**config.mk**
```make
export PLATFORM = sky130hd
export DESIGN_NAME = dle_etx_packet_deframer_core_flat
export DESIGN_NICKNAME = d
export VERILOG_FILES = /design/src/dle_pkg.sv /design/src/dle_if.sv /design/src/dle_front.sv /design/src/dle_fifo.sv /design/src/dle_back.sv /design/src/dle_etx_packet_deframer_core.sv /design/src/flat_wrapper.sv
export SDC_FILE = /design/constraint.sdc
export NUM_CORES = 1
export LEC_CHECK = 0
export BUFFER_PORTS_ARGS = -buffer_cell sky130_fd_sc_hd__buf_2
export CORE_ASPECT_RATIO = 1.5
export CORE_MARGIN = 5
export CORE_UTILIZATION = 40
export DETAILED_ROUTE_END_ITERATION = 6
export HOLD_SLACK_MARGIN = 0.15
export PLACE_DENSITY = 0.63
export SLEW_MARGIN = 10
export SYNTH_ARGS = -nofsm -noshare
export SYNTH_HDL_FRONTEND = slang
export SYNTH_SLANG_ARGS = --single-unit
```
**constraint.sdc**
```tcl
create_clock -name clk_i -period 7.11 [get_ports clk_i]
set_input_delay 0.711 -clock clk_i [delete_from_list [all_inputs] [get_ports clk_i]]
set_output_delay 0.711 -clock clk_i [all_outputs]
set_load 0.005 [all_outputs]
```
**src/dle_pkg.sv**
```systemverilog
// shared types and constants for the escape-delimited packet deframer
// no dependencies; every other file of the block depends on this package
package dle_pkg;

  localparam int unsigned BYTE_W = 8;
  localparam int unsigned STATE_W = 3;
  localparam int unsigned INDEX_W = 8;
  localparam int unsigned LENGTH_W = 9;
  localparam int unsigned CFG_IDX_W = 8;

  // default sizing
  localparam int unsigned MAX_PAYLOAD_DEF = 256;
  localparam int unsigned QUEUE_DEPTH_DEF = 2;

  // configuration register indexes
  localparam logic [CFG_IDX_W-1:0] CFG_IDX_ESCAPE = 8'd0;
  localparam logic [CFG_IDX_W-1:0] CFG_IDX_END = 8'd1;

  // configuration reset values
  localparam logic [BYTE_W-1:0] ESCAPE_RST = 8'h10;
  localparam logic [BYTE_W-1:0] END_RST = 8'h03;

  // framing state, codes match the reported parse_state
  typedef enum logic [STATE_W-1:0] {
    ST_EMPTY = 3'd0,
    ST_ESC1  = 3'd1,
    ST_DATA  = 3'd2,
    ST_ESC2  = 3'd3,
    ST_FULL  = 3'd4
  } state_e;

  // classified byte handed from front to back
  typedef struct packed {
    logic [BYTE_W-1:0] data;
    logic              is_esc;
    logic              is_end;
    logic              is_zero;
  } cls_t;

endpackage

```
**src/dle_if.sv**
```systemverilog
// channel interfaces of the deframer: received bytes, results, config writes
// depends on dle_pkg for field widths
interface dle_byte_if;
  logic                       valid;
  logic                       ready;
  logic [dle_pkg::BYTE_W-1:0] in_byte;

  modport source (output valid, output in_byte, input ready);
  modport sink (input valid, input in_byte, output ready);
endinterface

interface dle_result_if;
  logic                         valid;
  logic                         ready;
  logic [dle_pkg::STATE_W-1:0]  parse_state;
  logic                         byte_stored;
  logic [dle_pkg::BYTE_W-1:0]   payload_byte;
  logic [dle_pkg::INDEX_W-1:0]  payload_index;
  logic [dle_pkg::BYTE_W-1:0]   packet_id;
  logic [dle_pkg::LENGTH_W-1:0] payload_length;
  logic                         frame_done;
  logic                         frame_dropped;

  modport source (output valid, output parse_state, output byte_stored,
                  output payload_byte, output payload_index, output packet_id,
                  output payload_length, output frame_done, output frame_dropped,
                  input ready);
  modport sink (input valid, input parse_state, input byte_stored,
                input payload_byte, input payload_index, input packet_id,
                input payload_length, input frame_done, input frame_dropped,
                output ready);
endinterface

interface dle_cfg_if;
  logic                          valid;
  logic                          ready;
  logic [dle_pkg::CFG_IDX_W-1:0] index;
  logic [dle_pkg::BYTE_W-1:0]    data;

  modport source (output valid, output index, output data, input ready);
  modport sink (input valid, input index, input data, output ready);
endinterface

```
**src/dle_front.sv**
```systemverilog
// front end: holds the escape and end registers, accepts bytes and classifies them
// depends on dle_pkg and the channel interfaces in dle_if.sv
module dle_front (
  input  logic            clk_i,
  input  logic            rst_ni,
  dle_cfg_if.sink         cfg_i,
  dle_byte_if.sink        rx_i,
  output logic            push_o,
  output dle_pkg::cls_t   push_data_o,
  input  logic            push_ready_i
);
  import dle_pkg::*;

  logic [BYTE_W-1:0] escape_q;
  logic [BYTE_W-1:0] end_q;

  // config writes are always taken
  assign cfg_i.ready = 1'b1;

  always_ff @(posedge clk_i or negedge rst_ni) begin
    if (!rst_ni) begin
      escape_q <= ESCAPE_RST;
      end_q    <= END_RST;
    end else if (cfg_i.valid) begin
      if (cfg_i.index == CFG_IDX_ESCAPE) begin
        escape_q <= cfg_i.data;
      end else if (cfg_i.index == CFG_IDX_END) begin
        end_q <= cfg_i.data;
      end
    end
  end

  // classify against the current delimiters and hand into the queue
  assign rx_i.ready = push_ready_i;
  assign push_o     = rx_i.valid && push_ready_i;

  always_comb begin
    push_data_o.data    = rx_i.in_byte;
    push_data_o.is_esc  = (rx_i.in_byte == escape_q);
    push_data_o.is_end  = (rx_i.in_byte == end_q);
    push_data_o.is_zero = (rx_i.in_byte == '0);
  end

endmodule

```
**src/dle_fifo.sv**
```systemverilog
// short queue of classified bytes between the front and back ends
// depends on dle_pkg for the entry type
module dle_fifo #(
  parameter int unsigned DEPTH = dle_pkg::QUEUE_DEPTH_DEF
) (
  input  logic          clk_i,
  input  logic          rst_ni,
  input  logic          push_i,
  input  dle_pkg::cls_t push_data_i,
  output logic          push_ready_o,
  input  logic          pop_i,
  output dle_pkg::cls_t pop_data_o,
  output logic          pop_valid_o
);
  import dle_pkg::*;

  localparam int unsigned PTR_W = (DEPTH > 1) ? $clog2(DEPTH) : 1;
  localparam int unsigned CNT_W = $clog2(DEPTH + 1);
  localparam logic [PTR_W-1:0] LAST_PTR = PTR_W'(DEPTH - 1);
  localparam logic [CNT_W-1:0] FULL_CNT = CNT_W'(DEPTH);

  cls_t             entry_q [DEPTH];
  logic [PTR_W-1:0] wr_ptr_q, wr_ptr_d;
  logic [PTR_W-1:0] rd_ptr_q, rd_ptr_d;
  logic [CNT_W-1:0] count_q, count_d;
  logic             do_push, do_pop;

  assign push_ready_o = (count_q != FULL_CNT);
  assign pop_valid_o  = (count_q != '0);
  assign pop_data_o   = entry_q[rd_ptr_q];
  assign do_push      = push_i && push_ready_o;
  assign do_pop       = pop_i && pop_valid_o;

  // pointer and occupancy update
  always_comb begin
    wr_ptr_d = wr_ptr_q;
    rd_ptr_d = rd_ptr_q;
    count_d  = count_q;
    if (do_push) begin
      wr_ptr_d = (wr_ptr_q == LAST_PTR) ? '0 : wr_ptr_q + PTR_W'(1);
    end
    if (do_pop) begin
      rd_ptr_d = (rd_ptr_q == LAST_PTR) ? '0 : rd_ptr_q + PTR_W'(1);
    end
    if (do_push && !do_pop) begin
      count_d = count_q + CNT_W'(1);
    end else if (!do_push && do_pop) begin
      count_d = count_q - CNT_W'(1);
    end
  end

  always_ff @(posedge clk_i or negedge rst_ni) begin
    if (!rst_ni) begin
      wr_ptr_q <= '0;
      rd_ptr_q <= '0;
      count_q  <= '0;
    end else begin
      wr_ptr_q <= wr_ptr_d;
      rd_ptr_q <= rd_ptr_d;
      count_q  <= count_d;
    end
  end

  // entry storage
  always_ff @(posedge clk_i) begin
    if (do_push) begin
      entry_q[wr_ptr_q] <= push_data_i;
    end
  end

endmodule

```
**src/dle_back.sv**
```systemverilog
// back end: framing state machine, payload store and registered result
// depends on dle_pkg and the result interface in dle_if.sv
module dle_back #(
  parameter int unsigned MAX_PAYLOAD = dle_pkg::MAX_PAYLOAD_DEF
) (
  input  logic          clk_i,
  input  logic          rst_ni,
  input  logic          pop_valid_i,
  input  dle_pkg::cls_t pop_data_i,
  output logic          pop_o,
  dle_result_if.source  res_o
);
  import dle_pkg::*;

  localparam int unsigned LEN_W = $clog2(MAX_PAYLOAD + 1);
  localparam int unsigned IDX_W = (MAX_PAYLOAD > 1) ? $clog2(MAX_PAYLOAD) : 1;
  localparam logic [LEN_W-1:0] FULL_LEN = LEN_W'(MAX_PAYLOAD);

  state_e            state_q, state_d;
  logic [LEN_W-1:0]  held_q, held_d;
  logic [BYTE_W-1:0] id_q, id_d;
  logic              wr_en, done, dropped, full;
  logic              out_valid_q;
  logic [31:0]       held_ext, idx_ext;
  logic [BYTE_W-1:0] store_q [MAX_PAYLOAD];

  // take the next byte whenever the result register is free or drains
  assign pop_o = pop_valid_i && (!out_valid_q || res_o.ready);
  assign full  = (held_q == FULL_LEN);

  // next framing state
  always_comb begin
    state_d = state_q;
    unique case (state_q)
      ST_ESC1: begin
        if (pop_data_i.is_zero || pop_data_i.is_end) begin
          state_d = ST_EMPTY;
        end else if (pop_data_i.is_esc) begin
          state_d = ST_ESC1;
        end else begin
          state_d = ST_DATA;
        end
      end
      ST_DATA: begin
        if (pop_data_i.is_esc) begin
          state_d = ST_ESC2;
        end else begin
          state_d = full ? ST_EMPTY : ST_DATA;
        end
      end
      ST_ESC2: begin
        if (pop_data_i.is_esc) begin
          state_d = full ? ST_EMPTY : ST_DATA;
        end else if (pop_data_i.is_end) begin
          state_d = ST_FULL;
        end else begin
          state_d = ST_DATA;
        end
      end
      default: begin
        state_d = pop_data_i.is_esc ? ST_ESC1 : ST_EMPTY;
      end
    endcase
  end

  // length, id and store write per byte
  always_comb begin
    held_d  = held_q;
    id_d    = id_q;
    wr_en   = 1'b0;
    done    = 1'b0;
    dropped = 1'b0;
    unique case (state_q)
      ST_ESC1: begin
        held_d = '0;
        if (pop_data_i.is_zero || pop_data_i.is_end) begin
          dropped = 1'b1;
        end else if (!pop_data_i.is_esc) begin
          id_d = pop_data_i.data;
        end
      end
      ST_DATA: begin
        if (!pop_data_i.is_esc) begin
          if (full) begin
            held_d  = '0;
            dropped = 1'b1;
          end else begin
            wr_en  = 1'b1;
            held_d = held_q + LEN_W'(1);
          end
        end
      end
      ST_ESC2: begin
        if (pop_data_i.is_esc) begin
          if (full) begin
            held_d  = '0;
            dropped = 1'b1;
          end else begin
            wr_en  = 1'b1;
            held_d = held_q + LEN_W'(1);
          end
        end else if (pop_data_i.is_end) begin
          done = 1'b1;
        end else begin
          id_d   = pop_data_i.data;
          held_d = '0;
        end
      end
      default: begin
        held_d = '0;
      end
    endcase
  end

  assign held_ext = 32'(held_d);
  assign idx_ext  = 32'(held_q);

  // framing state registers
  always_ff @(posedge clk_i or negedge rst_ni) begin
    if (!rst_ni) begin
      state_q <= ST_EMPTY;
      held_q  <= '0;
      id_q    <= '0;
    end else if (pop_o) begin
      state_q <= state_d;
      held_q  <= held_d;
      id_q    <= id_d;
    end
  end

  // payload store
  always_ff @(posedge clk_i) begin
    if (pop_o && wr_en) begin
      store_q[held_q[IDX_W-1:0]] <= pop_data_i.data;
    end
  end

  // result valid
  always_ff @(posedge clk_i or negedge rst_ni) begin
    if (!rst_ni) begin
      out_valid_q <= 1'b0;
    end else if (pop_o) begin
      out_valid_q <= 1'b1;
    end else if (res_o.ready) begin
      out_valid_q <= 1'b0;
    end
  end

  // result payload
  always_ff @(posedge clk_i) begin
    if (pop_o) begin
      res_o.parse_state    <= state_d;
      res_o.byte_stored    <= wr_en;
      res_o.payload_byte   <= wr_en ? pop_data_i.data : '0;
      res_o.payload_index  <= wr_en ? idx_ext[INDEX_W-1:0] : '0;
      res_o.packet_id      <= id_d;
      res_o.payload_length <= held_ext[LENGTH_W-1:0];
      res_o.frame_done     <= done;
      res_o.frame_dropped  <= dropped;
    end
  end

  assign res_o.valid = out_valid_q;

endmodule

```
**src/dle_etx_packet_deframer_core.sv**
```systemverilog
// top level of the escape-delimited packet deframer
// an accepted byte is written into the queue, then popped into the registered result
// throughput: one byte per cycle while res_o.ready is high; the framing state machine
//   in the back end updates once per byte and the queue decouples input and output stalls
// reset: asynchronous active low; empty state, length and id zero, delimiters
//   16 and 3, payload store not cleared (undefined until written)
module dle_etx_packet_deframer_core #(
  parameter int unsigned MAX_PAYLOAD = dle_pkg::MAX_PAYLOAD_DEF,
  parameter int unsigned QUEUE_DEPTH = dle_pkg::QUEUE_DEPTH_DEF
) (
  input  logic         clk_i,
  input  logic         rst_ni,
  dle_cfg_if.sink      cfg_i,
  dle_byte_if.sink     rx_i,
  dle_result_if.source res_o
);
  import dle_pkg::*;

  logic push, push_ready, pop, pop_valid;
  cls_t push_data, pop_data;

  // front end: delimiter registers and classification
  dle_front u_front (
    .clk_i        (clk_i),
    .rst_ni       (rst_ni),
    .cfg_i        (cfg_i),
    .rx_i         (rx_i),
    .push_o       (push),
    .push_data_o  (push_data),
    .push_ready_i (push_ready)
  );

  // decoupling queue
  dle_fifo #(
    .DEPTH (QUEUE_DEPTH)
  ) u_fifo (
    .clk_i        (clk_i),
    .rst_ni       (rst_ni),
    .push_i       (push),
    .push_data_i  (push_data),
    .push_ready_o (push_ready),
    .pop_i        (pop),
    .pop_data_o   (pop_data),
    .pop_valid_o  (pop_valid)
  );

  // back end: framing and payload store
  dle_back #(
    .MAX_PAYLOAD (MAX_PAYLOAD)
  ) u_back (
    .clk_i       (clk_i),
    .rst_ni      (rst_ni),
    .pop_valid_i (pop_valid),
    .pop_data_i  (pop_data),
    .pop_o       (pop),
    .res_o       (res_o)
  );

endmodule
```
**src/flat_wrapper.sv**
```systemverilog
// flat-port wrapper written by rule: the top's interface ports become plain ports
module dle_etx_packet_deframer_core_flat import dle_pkg::*;
#(
  parameter int unsigned MAX_PAYLOAD = dle_pkg::MAX_PAYLOAD_DEF,
  parameter int unsigned QUEUE_DEPTH = dle_pkg::QUEUE_DEPTH_DEF
)
  (clk_i, rst_ni, cfg_i_valid, cfg_i_index, cfg_i_data, cfg_i_ready, rx_i_valid, rx_i_in_byte, rx_i_ready, res_o_valid, res_o_parse_state, res_o_byte_stored, res_o_payload_byte, res_o_payload_index, res_o_packet_id, res_o_payload_length, res_o_frame_done, res_o_frame_dropped, res_o_ready);
  dle_cfg_if cfg_i_i ();
  dle_byte_if rx_i_i ();
  dle_result_if res_o_i ();
  input  logic clk_i;
  input  logic rst_ni;
  input wire logic [$bits(cfg_i_i.valid)-1:0] cfg_i_valid;
  input wire logic [$bits(cfg_i_i.index)-1:0] cfg_i_index;
  input wire logic [$bits(cfg_i_i.data)-1:0] cfg_i_data;
  output wire logic [$bits(cfg_i_i.ready)-1:0] cfg_i_ready;
  input wire logic [$bits(rx_i_i.valid)-1:0] rx_i_valid;
  input wire logic [$bits(rx_i_i.in_byte)-1:0] rx_i_in_byte;
  output wire logic [$bits(rx_i_i.ready)-1:0] rx_i_ready;
  output wire logic [$bits(res_o_i.valid)-1:0] res_o_valid;
  output wire logic [$bits(res_o_i.parse_state)-1:0] res_o_parse_state;
  output wire logic [$bits(res_o_i.byte_stored)-1:0] res_o_byte_stored;
  output wire logic [$bits(res_o_i.payload_byte)-1:0] res_o_payload_byte;
  output wire logic [$bits(res_o_i.payload_index)-1:0] res_o_payload_index;
  output wire logic [$bits(res_o_i.packet_id)-1:0] res_o_packet_id;
  output wire logic [$bits(res_o_i.payload_length)-1:0] res_o_payload_length;
  output wire logic [$bits(res_o_i.frame_done)-1:0] res_o_frame_done;
  output wire logic [$bits(res_o_i.frame_dropped)-1:0] res_o_frame_dropped;
  input wire logic [$bits(res_o_i.ready)-1:0] res_o_ready;
  assign cfg_i_i.valid = cfg_i_valid;
  assign cfg_i_i.index = cfg_i_index;
  assign cfg_i_i.data = cfg_i_data;
  assign cfg_i_ready = cfg_i_i.ready;
  assign rx_i_i.valid = rx_i_valid;
  assign rx_i_i.in_byte = rx_i_in_byte;
  assign rx_i_ready = rx_i_i.ready;
  assign res_o_valid = res_o_i.valid;
  assign res_o_parse_state = res_o_i.parse_state;
  assign res_o_byte_stored = res_o_i.byte_stored;
  assign res_o_payload_byte = res_o_i.payload_byte;
  assign res_o_payload_index = res_o_i.payload_index;
  assign res_o_packet_id = res_o_i.packet_id;
  assign res_o_payload_length = res_o_i.payload_length;
  assign res_o_frame_done = res_o_i.frame_done;
  assign res_o_frame_dropped = res_o_i.frame_dropped;
  assign res_o_i.ready = res_o_ready;
  dle_etx_packet_deframer_core #(.MAX_PAYLOAD(MAX_PAYLOAD), .QUEUE_DEPTH(QUEUE_DEPTH)) u_core (.clk_i(clk_i), .rst_ni(rst_ni), .cfg_i(cfg_i_i), .rx_i(rx_i_i), .res_o(res_o_i));
endmodule
```
==> results of run 1 <==
kinds of logic after synthesis:
kind of cell,after synthesis
muxes,28
buffers and inverters,24
adders and majority gates,3
AOI/OAI and AO/OA,68
DFF,102
other,1
xor gates and xnor gates,22
and+or+nand+nor,97
state kept, by name, indices dropped and copies added, names as in the netlist:
name                                count
u_core.u_back.res_o.payload_index       8
u_core.u_back.res_o.payload_byte        8
u_core.u_fifo.rd_ptr_q                  1
u_core.u_back.res_o.byte_stored         1
u_core.u_fifo.wr_ptr_q                  1
u_core.u_back.res_o.frame_dropped       1
u_core.u_back.res_o.parse_state         3
u_core.u_fifo.count_q                   2
u_core.u_fifo.entry_q                  22
u_core.u_front.escape_q                 8
u_core.u_back.held_q                    9
u_core.u_back.res_o.valid               1
u_core.u_front.end_q                    8
u_core.u_back.state_q                   3
u_core.u_back.res_o.payload_length      9
u_core.u_back.id_q                      8
u_core.u_back.res_o.packet_id           8
u_core.u_back.res_o.frame_done          1
per-layer routing:
metal / global-route usage [%] / vias to the layer above / routed length, um
met5: 0 / - / 0
met4: 6.37 / 0 / 222
met3: 3.83 / 14 / 468
met2: 23.7 / 87 / 4510
met1: 15.2 / 1357 / 3260
li1: - / 1398 / -
layout make-up:
type                       instances  area share [%]
clock buffer                      11            4.69
clock inverter                     5           0.652
inverter                           9           0.652
multi-input combinational        219            28.4
sequential                       102            55.3
tap                              147            3.55
timing repair buffer              70            6.81
synthesized netlist by cell type (3+ instances only):
cell type   n  share of area, %
edfxtp_1   61                41
dfrtp_1    38                21
nor2_1     25               2.1
nand2_1    24               2.0
o21ai_0    21               2.4
a31oi_1    20               2.8
xnor2_1    20               3.9
mux2_2     19               4.8
a21oi_1    11               1.2
inv_1       9              0.76
nand2b_1    9               1.3
mux2i_1     8               1.8
and2_1      7              0.98
clkbuf_1    7              0.59
and3_1      6              0.84
nand3_1     5              0.56
nand4_1     5              0.70
nor3_1      4              0.45
a211oi_1    3              0.51
buf_4       3              0.51
buf_6       3              0.76
dfstp_2     3               1.8
ha_1        3              0.84
worst max-delay path by stage:
stage / startpoint / to / slack, ns / depth (start not counted)
after floorplan: res_o_ready / u_core.u_back.held_q[3] / 4.30 / 6
after global placement: u_core.u_fifo.rd_ptr_q / u_core.u_back.res_o.payload_length[5] / 4.16 / 6
after detailed placement: u_core.u_fifo.rd_ptr_q / u_core.u_back.res_o.payload_length[5] / 4.03 / 6
after CTS: u_core.u_fifo.rd_ptr_q / u_core.u_back.res_o.payload_length[5] / 4.02 / 6
after global routing: u_core.u_fifo.rd_ptr_q / u_core.u_back.res_o.payload_length[5] / 3.72 / 6
final: u_core.u_fifo.rd_ptr_q / u_core.u_back.res_o.payload_length[5] / 4.02 / 6
cells in the final DEF, fill, tap and decap left out, types with 3 or more instances in the layout:
cell type	count
nand2_1	24
xnor2_1	20
edfxtp_1	61
nand3_1	5
a31oi_1	20
a211oi_1	3
a21oi_1	11
mux2_2	19
buf_2	69
inv_1	8
nor3_1	4
ha_1	3
o21ai_0	21
nor2_1	25
dfrtp_1	38
and2_1	7
nand4_1	5
and3_1	6
clkbuf_16	9
mux2i_1	8
dfstp_2	3
nand2b_1	9
worst reg2reg max path: cells and delay by family (launching register included):
family / cells / cell delay (ns)
xor+xnor: 1 / 0.19
simple gates: 1 / 0.34
flops: 1 / 0.78
buf+inv: 1 / 0.70
mux: 1 / 0.43
compound gates: 2 / 0.49
power by group through the flow:
| stage | Clock [mW] | Sequential, mW | Combinational [mW] |
|---|---|---|---|
| after CTS | 0.469 | 0.940 | 0.528 |
| after global placement | 0 | 0.947 | 0.516 |
| after floorplan | 0 | 0.930 | 0.364 |
| after detailed placement | 0 | 0.953 | 0.525 |
| after global routing | 0.489 | 0.959 | 0.584 |
| final | 0.456 | 0.938 | 0.515 |
==> run_results.csv, run 1 <==
group,metric,value,unit
outcome,status,"finished clean",
synthesis,synth_compound_area_share,9.35,%
synthesis,synthMuxAreaShare,6.91,%
floorplan,start_util,40.5,%
final_layout,fin_util,47.1,%
placed_design,dpl_cell_area,4900,um2
pwr,clockPowerShare,23.9,%
floorplan,core_area,11000,um2
placed_design,gp_congestion,0.777,
final_layout,antenna_cells,0,
setup_path,rrSetupSlack,4.02,ns
setup_path,worst_setup_path_start_kind,"register",
route,wirelength,8460,um
floorplan,io_pins,71,
route,ant_nets,0,
clocking,clk_pin_slew_worst_paths,0.07,ns
sta,rsz0062_at_grt,"no",
final_layout,instances_no_fill,563,
clocking,cts_hold_buf,0,
synthesis,netlist_area,4460,um2
setup_path,cp_slowest_cell,"dfrtp_1",
synthesis,synth-seq-cells,102,
sta,worst_pin_slew,0.997,ns
final_layout,area_delta_synth_final,16.2,%
placed_design,place_worst_setup_slack,4.03,ns
floorplan,die_area,13400,um2
global_routing,grt_pass1_vias,2855,
setup_path,slowest_delay,0.78,ns
setup_path,critPathKind,"reg2reg",
sta,fmax,324,MHz
setup_path,cp-end-kind,"register",
pwr,p_sw_share,32.3,%
pwr,pwr-share-seq,49.1,%
min_path,timing.hold.worst.start,"u_core.u_back.id_q[2]",
final_layout,multi_input_area,1470,um2
synthesis,synth_nets,377,
pwr,peakVddDrop,133,uV
global_routing,antenna_found_initial,0,
setup_path,cp_data_arrival_time,3.27,ns
setup_path,r2r_start,"u_core.u_fifo.rd_ptr_q",
clocking,post-cts-setup-buffers,0,
pwr,intPower,1.29,mW
synthesis,ys_warn_count,0,
placed_design,hpwl,6180,um
sta,hold_slack,0.483,ns
synthesis,syn_inst,345,
clocking,clock_sink_count,102,
route,drc,0,
placed_design,place.port_buffers,69,
final_layout,finalInstanceArea,5180,um2
min_path,hold_depth,2,
global_routing,grt.overflow.total,0,
floorplan,die_h,139,um
sta,slew_viol_final,0,
synthesis,ys_seq_area_share,64.2,%
clocking,clock_path_buffers,2,
sta,setup_tns,0,ns
route,drt_iter0_markers,128,
global_routing,grt_max_degree,53,
setup_path,cp_top_family,"flip-flops",
global_routing,grt_pass1_wl,14000,um
sta,fin_worst_skew,0.00792,ns
floorplan,die_w,96.2,um
global_routing,grt_usage,13.7,%
setup_path,path_cells,"mux2i_2, xnor2_1, nand3_1, inv_1, o21ai_0, a31oi_1",
synthesis,ys.flop_type,"edfxtp_1",
pwr,p_leak,2.10,nW
setup_path,r2r_cells,6,
clocking,worstSkewPairLatency,0.34,ns
sta,period_share,43.4,%
final_layout,fin_nets,443,
sta,finalWorstSetupSlack,4.02,ns
sta,hold_viol,0,
pwr,p_comb_share,27.0,%
setup_path,r2r_end,"u_core.u_back.res_o.payload_length[5]",
setup_path,critPathRequiredTime,7.29,ns
sta,period_minus_slack,3.09,ns
route,routedWlPerCell,15.0,um
clocking,cts_tree,"done",
placed_design,dp_cells,547,
final_layout,regArea,2860,um2
synthesis,synth_top_family_by_area,"simple AND/OR/NAND/NOR gates",
pwr,p_per_area,369,nW/um2
synthesis,synth_xor_xnor_area_share,4.32,%
pwr,p_switching,0.617,mW
pwr,p_total,1.91,mW
final_layout,drive_gt1_share,27.2,%
flow_run,max-cap-violations,0,
synthesis,ys_types,49,
clocking,cts_buffers,9,
synthesis,synth-simple-area-share,11.5,%
clocking,htree_levels,3,
route,dr.pass1.iters,5,
clocking,ctsResizeCount,0,
synthesis,synthArstFlopShare,40.2,%
setup_path,cp_max_fo,30,
min_path,holdPathEnd,"u_core.u_back.id_q[2]",
route,vias,2856,
synthesis,avgSynthCellArea,12.9,um2
synthesis,synth_edf_count,61,
final_layout,nFillCells,1028,
min_path,hold_class,"reg2reg",
sta,setup_viol,0,
setup_path,cp_num_buf_inv,1,
clocking,cts_root_buf,"clkbuf_16",
synthesis,synth-adder-area-share,0.842,%
route,routed_via_density,5.07,
sta,relSlewSlack,33.2,%
floorplan,fp-row-count,47,
Note: power is estimated with default switching activity, not from simulation.
==> run 2, diff against run 1 <==
ABC_AREA = 1   (was not set)
PLACE_DENSITY = 0.65   (was 0.63)
clock period = 2.6 ns   (was 7.11 ns; I/O delays follow)
==> run_results.csv, run 2 <==
group,metric,value,unit
sta,fin_worst_skew,0.00662,ns
setup_path,cp-end-kind,"register",
route,vias,3179,
synthesis,syn_inst,448,
route,drt_iter0_markers,142,
clocking,clock_sink_count,102,
final_layout,drive_gt1_share,19.2,%
final_layout,largest_reg_flops,22,
floorplan,start_util,40.9,%
synthesis,netlist_top_cells_count,"nand2_1, edfxtp_1, inv_1",
pwr,p_leak,2.46,nW
floorplan,fp-row-count,47,
sta,period_share,80.5,%
min_path,hold_depth,1,
placed_design,dpl_cell_area,5060,um2
pwr,pwr-share-seq,46.5,%
synthesis,synth_xor_xnor_area_share,4.43,%
global_routing,grt_pass1_vias,3194,
synthesis,ys_seq_area_share,63.0,%
synthesis,netlist_area,4550,um2
synthesis,synth_compound_area_share,4.13,%
min_path,timing.hold.worst.start,"rx_i_in_byte[3]",
global_routing,grt_usage,13.3,%
route,routedWlPerCell,12.5,um
setup_path,cp_data_arrival_time,2.17,ns
clocking,clock_path_buffers,2,
outcome,status,"finished clean",
final_layout,nFillCells,1041,
setup_path,critPathRequiredTime,2.67,ns
clocking,cts_root_buf,"clkbuf_16",
synthesis,ys_warn_count,0,
floorplan,core_area,11100,um2
setup_path,slowest_delay,0.72,ns
synthesis,ys.flop_type,"edfxtp_1",
sta,period_minus_slack,2.09,ns
setup_path,cp_slowest_cell,"dfrtp_1",
synthesis,ys_types,31,
clocking,worstSkewPairLatency,0.35,ns
setup_path,r2r_cells,7,
sta,setup_viol,0,
route,drc,0,
sta,rsz0062_at_grt,"no",
route,dr.pass1.iters,4,
global_routing,grt_pass1_wl,14700,um
sta,relSlewSlack,34.7,%
final_layout,regMostFlops,"u_core.u_fifo.entry_q",
setup_path,rrSetupSlack,0.51,ns
final_layout,mostFrequentLayoutCells,"nand2_1, buf_2, edfxtp_1",
sta,hold_viol,0,
sta,setup_tns,0,ns
clocking,cts_buffers,9,
final_layout,instances_no_fill,679,
pwr,p_comb_share,28.2,%
setup_path,critPathKind,"reg2reg",
final_layout,final_common_cell,"nand2_1",
route,wirelength,8460,um
synthesis,avgSynthCellArea,10.1,um2
floorplan,die_w,97.0,um
synthesis,synth_nets,480,
setup_path,r2r_end,"u_core.u_back.res_o.payload_length[5]",
pwr,p_per_area,1000,nW/um2
synthesis,synth.area.top_cells,"edfxtp_1, dfrtp_1, nand2_1",
global_routing,grt.overflow.total,0,
setup_path,worst_setup_path_start_kind,"register",
min_path,holdPathEnd,"u_core.u_fifo.entry_q[0][6]",
final_layout,fin_util,48.7,%
min_path,hold_class,"in2reg",
floorplan,die_h,141,um
synthesis,synth-simple-area-share,20.8,%
clocking,clk_pin_slew_worst_paths,0.06,ns
clocking,ctsResizeCount,0,
final_layout,finalInstanceArea,5420,um2
synthesis,synth_top_family_by_area,"simple AND/OR/NAND/NOR gates",
global_routing,antenna_found_initial,0,
final_layout,antenna_cells,0,
pwr,intPower,3.74,mW
synthesis,synth_area_leader_cell,"edfxtp_1",
pwr,p_sw_share,31.0,%
final_layout,largestRegisters,"u_core.u_fifo.entry_q (22), u_core.u_back.held_q (9), u_core.u_back.res_o.payload_length (9)",
synthesis,synthMuxAreaShare,1.76,%
synthesis,synth_edf_count,61,
sta,slew_viol_final,0,
placed_design,gp_congestion,0.869,
setup_path,r2r_start,"u_core.u_fifo.rd_ptr_q",
sta,fmax,478,MHz
global_routing,grt_max_degree,60,
synthesis,synth-seq-cells,102,
placed_design,dp_cells,658,
pwr,clockPowerShare,25.4,%
synthesis,synthArstFlopShare,40.2,%
floorplan,io_pins,71,
flow_run,max-cap-violations,0,
setup_path,cp_max_fo,24,
clocking,htree_levels,3,
setup_path,path_cells,"inv_2, nand2_1, nand2_1, nand2_1, nand2_1, nand2_2, o21ai_1",
sta,worst_pin_slew,0.980,ns
setup_path,critPathMostFrequentCell,"nand2_1",
pwr,peakVddDrop,487,uV
final_layout,fin_nets,559,
placed_design,place.port_buffers,69,
synthesis,synth_top_area_share,40.3,%
floorplan,die_area,13600,um2
route,ant_nets,0,
clocking,cts_tree,"done",
pwr,p_switching,1.68,mW
synthesis,synth_most_common_cell,"nand2_1",
placed_design,hpwl,6110,um
synthesis,synth-adder-area-share,0.826,%
route,routed_via_density,4.68,
final_layout,area_delta_synth_final,19.1,%
==> run 2: power groups by stage <==
stage	combinational (mW)	sequential [mW]	clock [mW]
after detailed placement	1.56	2.56	0
after CTS	1.57	2.53	1.41
after global placement	1.53	2.55	0
final	1.53	2.52	1.38
after floorplan	0.955	2.56	0
after global routing	1.72	2.58	1.49
==> run 2: worst max path at each step <==
| stage | from | to | depth (start not counted) |
|---|---|---|---|
| floorplan | u_core.u_back.res_o.valid | u_core.u_back.res_o.byte_stored | 4 |
| global placement | u_core.u_fifo.rd_ptr_q | u_core.u_back.res_o.payload_length[5] | 7 |
| detailed placement | u_core.u_fifo.rd_ptr_q | u_core.u_back.res_o.payload_length[5] | 7 |
| CTS | u_core.u_fifo.rd_ptr_q | u_core.u_back.res_o.payload_length[5] | 7 |
| global route | u_core.u_fifo.rd_ptr_q | u_core.u_back.held_q[4] | 9 |
| finish | u_core.u_fifo.rd_ptr_q | u_core.u_back.res_o.payload_length[5] | 7 |
==> run 2: cell families (layout without fill, tap and decap cells) <==
logic type / after synthesis / after routing
xor gates and xnor gates: 23 / 23
buffers and inverters: 55 / 139
DFF: 102 / 102
other: 1 / 1
muxes: 8 / 8
adders and majority gates: 3 / 3
AOI/OAI and AO/OA: 35 / 35
and+or+nand+nor: 221 / 221
==> run 2: cell type report <==
type,instances,area (um2),share of cell area (%)
clock inverters,4,72.6,1.34
repair buffers,78,425,7.86
well taps,147,184,3.40
clock buffers,12,236,4.37
flip-flops and latches,102,2860,52.8
multi-input cells,291,1470,27.1
inverters,45,169,3.12
==> run 2: timing repair <==
item,in CTS,in global routing
buffers inserted,0,0
hold buffers,5,0
hold endpoints to repair,42,0
==> run 2: critical path: cells and delay by family (launching register included) <==
kind / cells / cell delay [ns]
simple gates: 5 / 0.83
flops: 1 / 0.72
compound gates: 1 / 0.16
buf+inv: 1 / 0.12
==> run 2: metrics by stage <==
stage	hold WS (ns)	power, mW	setup WS, ns
2_1_floorplan	-0.0356	3.52	0.178
3_3_place_gp	0.455	4.09	0.605
3_5_place_dp	0.464	4.11	0.508
4_1_cts	0.169	5.51	0.499
5_1_grt	0.174	5.80	0.254
6_report	0.173	5.43	0.506
==> run 2: layer usage <==
| metal | wire length, um | up-vias | global-route usage, % |
|---|---|---|---|
| met5 | 0 | - | 0 |
| met4 | 225 | 0 | 6.29 |
| met3 | 437 | 21 | 3.33 |
| met2 | 4420 | 70 | 23.7 |
| met1 | 3370 | 1478 | 14.8 |
| li1 | - | 1610 | - |
